--- src/hdl/mss_pkg.sv ---
package mss_pkg;

  // store geometry
  localparam int NUM_STACKS  = 4;
  localparam int NUM_ENTRIES = 64;
  localparam int VALUE_WIDTH = 32;

  localparam int IDX_W   = $clog2(NUM_ENTRIES);
  localparam int LINK_W  = $clog2(NUM_ENTRIES + 1);
  localparam int SIDX_W  = 2;
  localparam int FIELD_W = 32;

  // null link is the index one past the last entry
  localparam logic [LINK_W-1:0] NULL_LINK = LINK_W'(NUM_ENTRIES);

  // operation codes
  localparam logic FUNC_PUSH = 1'b0;
  localparam logic FUNC_POP  = 1'b1;

  typedef enum logic [1:0] {
    ST_OK    = 2'd0,
    ST_FULL  = 2'd1,
    ST_EMPTY = 2'd2
  } status_t;

  typedef enum logic {
    S_IDLE,
    S_BUSY
  } state_t;

  // controller to datapath
  typedef struct packed {
    logic accept;  // latch the request and start the entry reads
    logic commit;  // update the lists and load the result register
  } dp_cmd_t;

  // datapath to controller
  typedef struct packed {
    logic out_full;  // result register holds an untaken transfer
  } dp_stat_t;

  // low value bits of the sign-extended input field
  function automatic logic [VALUE_WIDTH-1:0] to_store(input logic [FIELD_W-1:0] v);
    logic [63:0] e;
    e = 64'(signed'(v));
    return e[VALUE_WIDTH-1:0];
  endfunction

  // sign-extend a stored value and keep the low field bits
  function automatic logic [FIELD_W-1:0] to_field(input logic [VALUE_WIDTH-1:0] w);
    logic [63:0] e;
    e = 64'(signed'(w));
    return e[FIELD_W-1:0];
  endfunction

  // link an entry holds before it is first written
  function automatic logic [LINK_W-1:0] reset_link(input logic [IDX_W-1:0] idx);
    logic [LINK_W-1:0] l;
    l = LINK_W'(idx) + LINK_W'(1);
    return l;
  endfunction

endpackage

--- src/hdl/mss_ctrl.sv ---
module mss_ctrl (
  input  logic              clk,
  input  logic              rst_n,
  input  logic              in_tvalid,
  output logic              in_tready,
  input  logic              out_tready,
  input  mss_pkg::dp_stat_t stat,
  output mss_pkg::dp_cmd_t  cmd
);

  mss_pkg::state_t state_r, state_nxt;

  // result register can take a new value this cycle
  logic out_room;
  assign out_room = !stat.out_full || out_tready;

  // state register
  always_ff @(posedge clk) begin
    if (!rst_n) begin
      state_r <= mss_pkg::S_IDLE;
    end else begin
      state_r <= state_nxt;
    end
  end

  // next state
  always_comb begin
    state_nxt = state_r;
    unique case (state_r)
      mss_pkg::S_IDLE: begin
        if (in_tvalid) state_nxt = mss_pkg::S_BUSY;
      end
      mss_pkg::S_BUSY: begin
        if (out_room) state_nxt = mss_pkg::S_IDLE;
      end
      default: state_nxt = mss_pkg::S_IDLE;
    endcase
  end

  // outputs, no transfer taken while reset is held
  always_comb begin
    in_tready  = 1'b0;
    cmd.accept = 1'b0;
    cmd.commit = 1'b0;
    unique case (state_r)
      mss_pkg::S_IDLE: begin
        in_tready  = rst_n;
        cmd.accept = in_tvalid && rst_n;
      end
      mss_pkg::S_BUSY: begin
        cmd.commit = out_room;
      end
      default: begin
        in_tready = 1'b0;
      end
    endcase
  end

endmodule

--- src/hdl/mss_datapath.sv ---
module mss_datapath (
  input  logic                                clk,
  input  logic                                rst_n,
  input  mss_pkg::dp_cmd_t                    cmd,
  output mss_pkg::dp_stat_t                   stat,
  input  logic                                in_func,
  input  logic [mss_pkg::SIDX_W-1:0]          in_sidx,
  input  logic [mss_pkg::FIELD_W-1:0]         in_value,
  input  logic                                out_tready,
  output logic                                out_valid,
  output mss_pkg::status_t                    out_status,
  output logic [mss_pkg::FIELD_W-1:0]         out_value
);

  // list state
  logic [mss_pkg::LINK_W-1:0]      heads_r [mss_pkg::NUM_STACKS];
  logic [mss_pkg::LINK_W-1:0]      free_head_r;
  logic [mss_pkg::NUM_ENTRIES-1:0] link_vld_r;

  // entry stores
  logic [mss_pkg::VALUE_WIDTH-1:0] value_mem [mss_pkg::NUM_ENTRIES];
  logic [mss_pkg::LINK_W-1:0]      link_mem  [mss_pkg::NUM_ENTRIES];

  // latched request
  logic                            pop_r;
  logic                            fail_r;
  logic [mss_pkg::SIDX_W-1:0]      sidx_r;
  logic [mss_pkg::IDX_W-1:0]       idx_r;
  logic [mss_pkg::VALUE_WIDTH-1:0] val_r;

  // registered reads
  logic [mss_pkg::VALUE_WIDTH-1:0] value_q;
  logic [mss_pkg::LINK_W-1:0]      link_q;
  logic                            link_vld_q;

  // result register
  logic                            out_valid_r;
  mss_pkg::status_t                out_status_r;
  logic [mss_pkg::FIELD_W-1:0]     out_value_r;

  // request decode on the input
  logic                       sidx_bad;
  logic [mss_pkg::LINK_W-1:0] head_sel;
  logic [mss_pkg::LINK_W-1:0] top_sel;
  logic                       fail_now;
  logic [mss_pkg::IDX_W-1:0]  idx_now;

  assign sidx_bad = 32'(in_sidx) >= mss_pkg::NUM_STACKS;
  assign head_sel = sidx_bad ? mss_pkg::NULL_LINK : heads_r[in_sidx];
  assign top_sel  = (in_func == mss_pkg::FUNC_POP) ? head_sel : free_head_r;
  assign fail_now = sidx_bad || (32'(top_sel) >= mss_pkg::NUM_ENTRIES);
  assign idx_now  = top_sel[mss_pkg::IDX_W-1:0];

  // link of the addressed entry, reset pattern until first written
  logic [mss_pkg::LINK_W-1:0] link_rd;
  assign link_rd = link_vld_q ? link_q : mss_pkg::reset_link(idx_r);

  // latch request at the accepted transfer
  always_ff @(posedge clk) begin
    if (cmd.accept) begin
      pop_r  <= (in_func == mss_pkg::FUNC_POP);
      fail_r <= fail_now;
      sidx_r <= in_sidx;
      idx_r  <= idx_now;
      val_r  <= mss_pkg::to_store(in_value);
    end
  end

  // entry stores: read at accept, write at commit
  always_ff @(posedge clk) begin
    if (cmd.accept) begin
      value_q    <= value_mem[idx_now];
      link_q     <= link_mem[idx_now];
      link_vld_q <= link_vld_r[idx_now];
    end
    if (cmd.commit && !fail_r) begin
      link_mem[idx_r] <= pop_r ? free_head_r : heads_r[sidx_r];
      if (!pop_r) value_mem[idx_r] <= val_r;
    end
  end

  // heads, free head and link valid bits
  always_ff @(posedge clk) begin
    if (!rst_n) begin
      for (int i = 0; i < mss_pkg::NUM_STACKS; i++) heads_r[i] <= mss_pkg::NULL_LINK;
      free_head_r <= '0;
      link_vld_r  <= '0;
    end else if (cmd.commit && !fail_r) begin
      link_vld_r[idx_r] <= 1'b1;
      if (pop_r) begin
        heads_r[sidx_r] <= link_rd;
        free_head_r     <= mss_pkg::LINK_W'(idx_r);
      end else begin
        heads_r[sidx_r] <= mss_pkg::LINK_W'(idx_r);
        free_head_r     <= link_rd;
      end
    end
  end

  // result register control
  always_ff @(posedge clk) begin
    if (!rst_n) begin
      out_valid_r <= 1'b0;
    end else if (cmd.commit) begin
      out_valid_r <= 1'b1;
    end else if (out_tready) begin
      out_valid_r <= 1'b0;
    end
  end

  // result payload
  always_ff @(posedge clk) begin
    if (cmd.commit) begin
      if (fail_r) begin
        out_status_r <= pop_r ? mss_pkg::ST_EMPTY : mss_pkg::ST_FULL;
        out_value_r  <= '0;
      end else begin
        out_status_r <= mss_pkg::ST_OK;
        out_value_r  <= pop_r ? mss_pkg::to_field(value_q) : '0;
      end
    end
  end

  assign stat.out_full = out_valid_r;
  assign out_valid     = out_valid_r;
  assign out_status    = out_status_r;
  assign out_value     = out_value_r;

endmodule

--- src/hdl/multi_stack_shared_store.sv ---
// channel  direction  handshake            payload
// in       slave      in_tvalid/in_tready  tuser: func, stack_index; tdata: push_value
// out      master     out_tvalid/out_tready tuser: status; tdata: pop_value
//
// each operation has an accept step, which reads the stack or free head
// and starts the entry store read, and a commit step, which writes the links and
// loads the result register; the dependent head-then-link read sets this split.
// reset clears the heads, the free head and the link valid bits at once, no sweep.
// a result waiting in the output register stalls only the commit of the next item.
module multi_stack_shared_store (
  input  logic        clk,
  input  logic        rst_n,
  input  logic        in_tvalid,
  output logic        in_tready,
  input  logic [2:0]  in_tuser,   // [0] func, [2:1] stack_index
  input  logic [31:0] in_tdata,   // [31:0] push_value
  output logic        out_tvalid,
  input  logic        out_tready,
  output logic [1:0]  out_tuser,  // [1:0] status
  output logic [31:0] out_tdata   // [31:0] pop_value
);

  mss_pkg::dp_cmd_t  cmd;
  mss_pkg::dp_stat_t stat;
  mss_pkg::status_t  out_status;

  // control
  mss_ctrl u_ctrl (
    .clk        (clk),
    .rst_n      (rst_n),
    .in_tvalid  (in_tvalid),
    .in_tready  (in_tready),
    .out_tready (out_tready),
    .stat       (stat),
    .cmd        (cmd)
  );

  // lists and stores
  mss_datapath u_dp (
    .clk        (clk),
    .rst_n      (rst_n),
    .cmd        (cmd),
    .stat       (stat),
    .in_func    (in_tuser[0]),
    .in_sidx    (in_tuser[2:1]),
    .in_value   (in_tdata),
    .out_tready (out_tready),
    .out_valid  (out_tvalid),
    .out_status (out_status),
    .out_value  (out_tdata)
  );

  assign out_tuser = out_status;

endmodule
--- config.mk ---
export PLATFORM = sky130hd
export DESIGN_NAME = multi_stack_shared_store
export DESIGN_NICKNAME = d
export VERILOG_FILES = /design/src/hdl/mss_pkg.sv /design/src/hdl/mss_ctrl.sv /design/src/hdl/mss_datapath.sv /design/src/hdl/multi_stack_shared_store.sv
export SDC_FILE = /design/constraint.sdc
export NUM_CORES = 2
export LEC_CHECK = 0
export BUFFER_PORTS_ARGS = -buffer_cell sky130_fd_sc_hd__buf_2
export CAP_MARGIN = 20
export CORE_MARGIN = 5
export CORE_UTILIZATION = 47
export CTS_BUF_LIST = sky130_fd_sc_hd__clkbuf_8
export DETAILED_ROUTE_END_ITERATION = 10
export HOLD_SLACK_MARGIN = 0.12
export PLACE_DENSITY = 0.66
export SYNTH_ARGS = -nofsm -noshare
export SYNTH_HDL_FRONTEND = slang
export SYNTH_HIERARCHICAL = 1
export SYNTH_SLANG_ARGS = --single-unit
--- constraint.sdc ---
create_clock -name clk -period 9.84 [get_ports clk]
set_clock_uncertainty 0.1 [all_clocks]
set_input_delay 2.952 -clock clk [delete_from_list [all_inputs] [get_ports clk]]
set_output_delay 2.952 -clock clk [all_outputs]
set_load 0.05 [all_outputs]
; Word level (Yosys, flattened, before mapping)
; Memories as Yosys holds them, arrays and structs flattened. A register that Yosys moved wholly into a read port is not among the register bits.
; Cells that the tools add are included.
; Widths: inputs -> output; s select.
[op_classes]
n_addsub = 1
magnitude_cmp = 4
mux = 34
bitwise = 4
n_reduce_logical = 9
[op_table]
columns = op, n
row1 = $or 64x64->64, 1
row2 = $mux 7, 6
row3 = $mux 1, 22
row4 = $lt 6x7->1 const B, 2
row5 = $add 6x1->7 const B, 1
row6 = $ge 7x7->1 const B, 1
row7 = $reduce_or 7->1, 1
row8 = $bmux 1 s6, 1
row9 = $demux 1 s6, 1
row10 = $ge 6x1->1 const B, 1
row11 = $mux 2, 3
row12 = $logic_and 1x1->1, 3
row13 = $logic_not 1->1, 2
row14 = $not 1->1, 2
row15 = $pmux 1 s2, 1
row16 = $reduce_bool 2->1, 1
row17 = $reduce_or 2->1, 1
row18 = $logic_or 1x1->1, 1
row19 = $or 1x1->1, 1
[word_totals]
reg_bits = 150
ram_bits = 2524
output_inout_bits = 36
wordCells = 67
n_memories = 3
[mem_list]
columns = memory, words, width, rd, rd_clocked_by_memory_dff, wr, line_no
row1 = u_dp.value_mem, 64, 32, 1, 1, 1, mss_datapath.sv:21  ; logic [mss_pkg::VALUE_WIDTH-1:0] value_mem [mss_pkg::NUM_ENTRIES];
row2 = u_dp.link_mem, 64, 7, 1, 1, 1, mss_datapath.sv:22  ; logic [mss_pkg::LINK_W-1:0] link_mem [mss_pkg::NUM_ENTRIES];
row3 = u_dp.heads_r, 4, 7, 2, 1, 4, mss_datapath.sv:16  ; logic [mss_pkg::LINK_W-1:0] heads_r [mss_pkg::NUM_STACKS];

; Depth between registers and ports, before layout
[depth]
ltp_word = 10
mapped_depth = 14
depth_no_buf = 8

; Cells and area by module
; The synthesis kept the hierarchy.
[by_module_without_submodules]
columns = mod, n_inst, cells_each, area_each_um2, seq_area_each_um2
row1 = mss_datapath, 1, 7113, 105546.2, 80757.5
row2 = mss_ctrl, 1, 7, 62.6, 20.0

; Worst setup path after synthesis
; OpenSTA, ideal clock, no wires.
[synth_path]
path_kind = input port to flip-flop
start = input out_tready
end = memory u_dp/value_mem[40][0] (netlist name), enable pin
setup_ns = 0.461
arrival_ns = 6.753
required_ns = 9.279
slack_ns = 2.527
cell_stages = 7
path_buffers = 2
cell_sequence = nand2b_1 and2_2 nand2b_1 clkbuf_1 or2_2 clkbuf_1 nor3_1
[synth_rtl]
columns = item, line_no
row1 = from (decl), multi_stack_shared_store.sv:18  ; input logic out_tready,
row2 = to (decl), mss_datapath.sv:21

; Final worst setup path
[layout_path]
start = input in_tuser[2]
end = register u_dp/value_q[27] (netlist name) (read register of u_dp.value_mem) (data pin)
[layout_via]
elab_chain_cells = 2
[layout_lines]
columns = item, line_no
row1 = from (decl), multi_stack_shared_store.sv:15  ; input logic [2:0] in_tuser,
row2 = $mem_v2 4x7, n/a
row3 = $mux 7, mss_datapath.sv:50  ; assign top_sel = (in_func == mss_pkg::FUNC_POP) ? head_sel : free_head_r;
row4 = to (decl), mss_datapath.sv:32  ; logic [mss_pkg::VALUE_WIDTH-1:0] value_q;
; No other way between the ends.
; A chain may end at the register's enable or synchronous reset.

==> metrics.txt <==
# TYPE chip_impl_metric gauge
chip_impl_metric{name="full_die_area",unit="um^2"} 234000
chip_impl_metric{name="synthesis.nets",unit=""} 7160
chip_impl_info{name="run_status",value="complete, no violations"} 1
chip_impl_metric{name="layout_worst_path_cycle_share",unit="%"} 70.6
chip_impl_metric{name="num_vias",unit=""} 65825
chip_impl_metric{name="timing.final.crit_period",unit="ns"} 6.94
chip_impl_info{name="mostFrequentLayoutCell",value="edfxtp_1"} 1
chip_impl_metric{name="critical_path_arrival",unit="ns"} 7.62
chip_impl_metric{name="worst_ep_required_time",unit="ns"} 10.51
chip_impl_metric{name="postCtsSetupRepairBufs",unit=""} 0
chip_impl_metric{name="number_of_hold_repair_buffers_added_at_the_cts_stage",unit=""} 0
chip_impl_metric{name="post_synth_edffs",unit=""} 2640
chip_impl_metric{name="ys_seq_area_share",unit="%"} 76.5
chip_impl_metric{name="share_comb_of_total_power",unit="%"} 8.0
chip_impl_metric{name="maximum_number_of_pins_on_one_net_before_global_route_repair",unit=""} 184
chip_impl_metric{name="worst-path-buf-inv",unit=""} 3
chip_impl_info{name="timing.hold.worst.class",value="reg2reg"} 1
chip_impl_info{name="timing.critical_path.max_delay_family",value="buffers and inverters"} 1
chip_impl_metric{name="power.static_leakage",unit="uW"} 0.0394
chip_impl_metric{name="vertical_die_dimension",unit="um"} 484
chip_impl_metric{name="post_drt_via_cell_ratio",unit=""} 6.21
chip_impl_metric{name="placement.cell_area",unit="um^2"} 110000
chip_impl_metric{name="power.density_cell_area",unit="nW/um^2"} 197
chip_impl_metric{name="synth-warning-count",unit=""} 6
chip_impl_metric{name="finalHoldViolations",unit=""} 0
chip_impl_metric{name="finalSetupTns",unit="ns"} 0
chip_impl_metric{name="floorplan.io_pins",unit=""} 75
chip_impl_metric{name="grt_antenna_before_repair",unit=""} 9
chip_impl_metric{name="p_int",unit="uW"} 17400
chip_impl_info{name="crit_path_capture_type",value="flip-flop"} 1
chip_impl_metric{name="drt_iter0_drc",unit=""} 9804
chip_impl_info{name="cts_tree",value="done"} 1
chip_impl_metric{name="fin_area",unit="um^2"} 117000
chip_impl_metric{name="xor_xnor_fraction_of_synth_area",unit="%"} 0.0166
chip_impl_metric{name="place_congestion",unit=""} 0.829
chip_impl_metric{name="std_cell_rows",unit=""} 174
chip_impl_metric{name="synth.lib_cells_used.distinct",unit=""} 67
chip_impl_metric{name="synth_area_in_compound_gates",unit="%"} 8.51
chip_impl_metric{name="cp_slowest_stage_delay",unit="ns"} 0.84
chip_impl_metric{name="clock_insertion_delay_worst_skew",unit="ns"} 1.09
chip_impl_metric{name="synthSimpleGateAreaFrac",unit="%"} 8.78
chip_impl_metric{name="clk_transition_reported_paths",unit="ns"} 0.06
chip_impl_metric{name="swShare",unit="%"} 24.4
chip_impl_metric{name="post_synthesis_mean_instance_area",unit="um^2"} 14.8
chip_impl_metric{name="cts-resized-gates",unit=""} 0
chip_impl_metric{name="die_width",unit="um"} 484
chip_impl_info{name="synth_ff_type",value="edfxtp_1"} 1
chip_impl_metric{name="timing.hold.worst_path_depth",unit=""} 1
chip_impl_metric{name="r2r.worst_path.cells",unit=""} 9
chip_impl_metric{name="wirelength",unit="um"} 306000
chip_impl_info{name="timing.critical_path.slowest_stage_cell",value="clkinv_2"} 1
chip_impl_metric{name="vdd.ir_drop.worst",unit="mV"} 0.168
chip_impl_metric{name="synth.mux.area_fraction",unit="%"} 3.85
chip_impl_metric{name="share_of_flip_flops_with_an_asynchronous_set_or_reset_after_synthesis",unit="%"} 0
chip_impl_info{name="worst-setup-path-type",value="in2reg"} 1
chip_impl_metric{name="nets",unit=""} 7344
chip_impl_metric{name="drtAntennaViolNets",unit=""} 0
chip_impl_info{name="leading_cell_types_in_the_layout_fill_and_taps_excluded",value="2640 x edfxtp_1, 1524 x nand2_1, 439 x a21oi_1"} 1
chip_impl_metric{name="postSynthRegisterBits",unit=""} 2715
chip_impl_metric{name="syn_to_final_growth",unit="%"} 10.8
chip_impl_metric{name="final-setup-viol-count",unit=""} 0
chip_impl_info{name="hold_start",value="u_dp/link_vld_r[0]"} 1
chip_impl_metric{name="io_buffers",unit=""} 74
chip_impl_metric{name="worst_pin_slew",unit="ns"} 1.24
chip_impl_metric{name="clock-sinks",unit=""} 2715
chip_impl_metric{name="p_sw",unit="uW"} 5610
chip_impl_info{name="crit_path_start_kind",value="input pin"} 1
chip_impl_info{name="setup_repair_after_global_routing_missed_its_margin",value="no"} 1
chip_impl_metric{name="share_clk_of_total_power",unit="%"} 36.6
chip_impl_metric{name="gr-total-overflow",unit=""} 0
chip_impl_metric{name="wl_per_instance",unit="um"} 28.8
chip_impl_info{name="critical_path.cell_chain",value="buf_2, mux2i_1, o221a_4, clkinv_2, nor2_4, buf_4, a32oi_1, and3_1, nor4_1, o311ai_1"} 1
chip_impl_metric{name="rrSetupSlack",unit="ns"} 4.67
chip_impl_metric{name="layoutNonFillerInstCount",unit=""} 10603
chip_impl_metric{name="report.final.slew_viol_count",unit=""} 0
chip_impl_metric{name="fin_util",unit="%"} 52.2
chip_impl_info{name="worstReg2RegEnd",value="u_dp/value_q[27]"} 1
chip_impl_metric{name="synthesis.instances",unit=""} 7120
chip_impl_metric{name="cts_inserted_buffers",unit=""} 421
chip_impl_metric{name="drive_gt1_share",unit="%"} 11.8
chip_impl_metric{name="h_tree_depth",unit=""} 5
chip_impl_metric{name="groute.usage.overall",unit="%"} 25.2
chip_impl_metric{name="worstPathMaxFanout",unit=""} 41
chip_impl_metric{name="clock_path_buffers",unit=""} 4
chip_impl_info{name="synth_top_family_by_area",value="simple AND/OR/NAND/NOR gates"} 1
chip_impl_metric{name="clock.fmax",unit="MHz"} 144
chip_impl_metric{name="grt_pass1_wl",unit="um"} 437000
chip_impl_metric{name="first_global_vias",unit=""} 63053
chip_impl_metric{name="relSlewSlack",unit="%"} 17.0
chip_impl_metric{name="floorplan.core_area",unit="um^2"} 224000
chip_impl_metric{name="initial_core_util",unit="%"} 47.1
chip_impl_info{name="cts.root.buffer_cell",value="clkbuf_8"} 1
chip_impl_metric{name="hpwl",unit="um"} 161000
chip_impl_metric{name="seq_power_share",unit="%"} 55.4
chip_impl_metric{name="detail_route.first_pass.iterations",unit=""} 7
chip_impl_metric{name="placedCellCount",unit=""} 9870
chip_impl_info{name="regToRegStartpoint",value="u_dp/heads_r[2][1]"} 1
chip_impl_metric{name="netlist_area",unit="um^2"} 106000
chip_impl_metric{name="adder_and_majority_cell_fraction_of_the_synthesized_area",unit="%"} 0.0118
chip_impl_metric{name="drv.max_cap_violation_count",unit=""} 0
chip_impl_info{name="whs_endpoint",value="u_dp/link_vld_r[0]"} 1
chip_impl_metric{name="drc",unit=""} 0
[worst register-to-register path, cell delays in order, from the launching register on]
cell	delay (ns)
edfxtp_1	0.40
mux2i_1	0.27
o221a_4	0.66
clkinv_2	0.88
nor2_4	0.45
buf_4	0.65
a32oi_1	0.23
and3_1	0.21
nor4_1	0.84
o311ai_1	0.20
[state kept, by name, summed over array words and instances (netlist names), named ones only]
name,cells
u_dp/value_mem,2048
u_dp/link_mem,448
u_dp/link_vld_r,64
u_dp/out_value,32
u_dp/val_r,32
u_dp/value_q,32
u_dp/heads_r,28
u_dp/free_head_r,7
u_dp/link_q,7
u_dp/idx_r,6
u_dp/out_status,2
u_dp/sidx_r,2
u_ctrl/state_r,1
u_dp/fail_r,1
u_dp/link_vld_q,1
u_dp/out_valid,1
u_dp/pop_r,1
[worst max-delay path by stage]
stage	startpoint	end	slack (ns)	depth (start not counted)
after floorplan	out_tready	u_dp/value_mem[40][0]	2.53	7
after global placement	in_tuser[2]	u_dp/value_q[3]	1.75	10
after detailed placement	in_tuser[2]	u_dp/value_q[27]	1.98	10
after CTS	in_tuser[2]	u_dp/value_q[27]	3.15	10
after global routing	in_tuser[2]	u_dp/value_q[27]	2.92	10
final	in_tuser[2]	u_dp/value_q[27]	2.90	10
[power by group through the flow]
stage	clock network, uW	logic, uW	registers, uW
6_report	8420	1850	12700
5_1_grt	9090	1940	12700
4_1_cts	8530	1800	12700
3_5_place_dp	0	1790	13000
3_3_place_gp	0	1760	13000
2_1_floorplan	0	1060	13000
[stage by stage]
| step | hold WS, ns | total power [uW] | setup WS, ns |
|---|---|---|---|
| final | 0.366 | 23000 | 2.90 |
| after global routing | 0.379 | 23800 | 2.92 |
| after CTS | 0.366 | 23100 | 3.15 |
| after detailed placement | 0.353 | 14800 | 1.98 |
| after global placement | 0.345 | 14700 | 1.75 |
| after floorplan | 0.340 | 14100 | 2.53 |
[cell families after synthesis]
family | count (synthesis)
xor+xnor | 2
flops | 2715
compound gates | 1293
buf+inv | 530
simple gates | 2192
fa+ha+maj | 1
mux | 387
[area by class of cell]
| cell class | count | area [um^2] |
|---|---|---|
| Fill cell | 18207 | 107000 |
| Clock inverter | 292 | 1320 |
| Multi-Input combinational cell | 3875 | 22900 |
| Timing Repair Buffer | 277 | 2200 |
| Antenna cell | 2 | 5.00 |
| Sequential cell | 2715 | 80800 |
| Clock buffer | 436 | 6000 |
| Inverter | 14 | 71.3 |
| Tap cell | 2992 | 3740 |
[Yosys cell counts (all sizes together), types with 3 or more instances]
| cell type | count | area (um^2) |
|---|---|---|
| a32oi | 148 | 1300 |
| nor2b | 6 | 37.5 |
| o21ai | 13 | 65.1 |
| nand2b | 10 | 70.1 |
| a222oi | 7 | 70.1 |
| o311ai | 27 | 236 |
| a21oi | 440 | 2210 |
| a221oi | 228 | 2000 |
| nand4 | 52 | 325 |
| mux2 | 7 | 78.8 |
| inv | 13 | 51.3 |
| a22o | 6 | 52.6 |
| a31oi | 184 | 1150 |
| and3 | 82 | 513 |
| buf | 301 | 1610 |
| nor2 | 106 | 408 |
| nand3b | 5 | 37.5 |
| nor3 | 67 | 335 |
| o211a | 4 | 40.0 |
| mux2i | 365 | 3650 |
| mux4 | 15 | 338 |
| o22ai | 4 | 31.3 |
| edfxtp | 2640 | 79300 |
| a22oi | 63 | 473 |
| nand3 | 244 | 1220 |
| nor4 | 36 | 225 |
| a311o | 3 | 30.0 |
| or2 | 9 | 56.3 |
| and2 | 36 | 226 |
| dfxtp | 75 | 1500 |
| a211o | 14 | 123 |
| nand2 | 1530 | 5740 |
| or3b | 4 | 35.0 |
| o21a | 66 | 495 |
| a221o | 24 | 240 |
| clkbuf | 215 | 807 |
| o31ai | 48 | 360 |
[routing by layer]
layer	wire [um]	GRT usage [%]
met4	12600	10.0
met2	141000	39.1
met1	118000	34.7
met5	19	0
met3	34600	5.88
(Power assumes the default switching activity.)
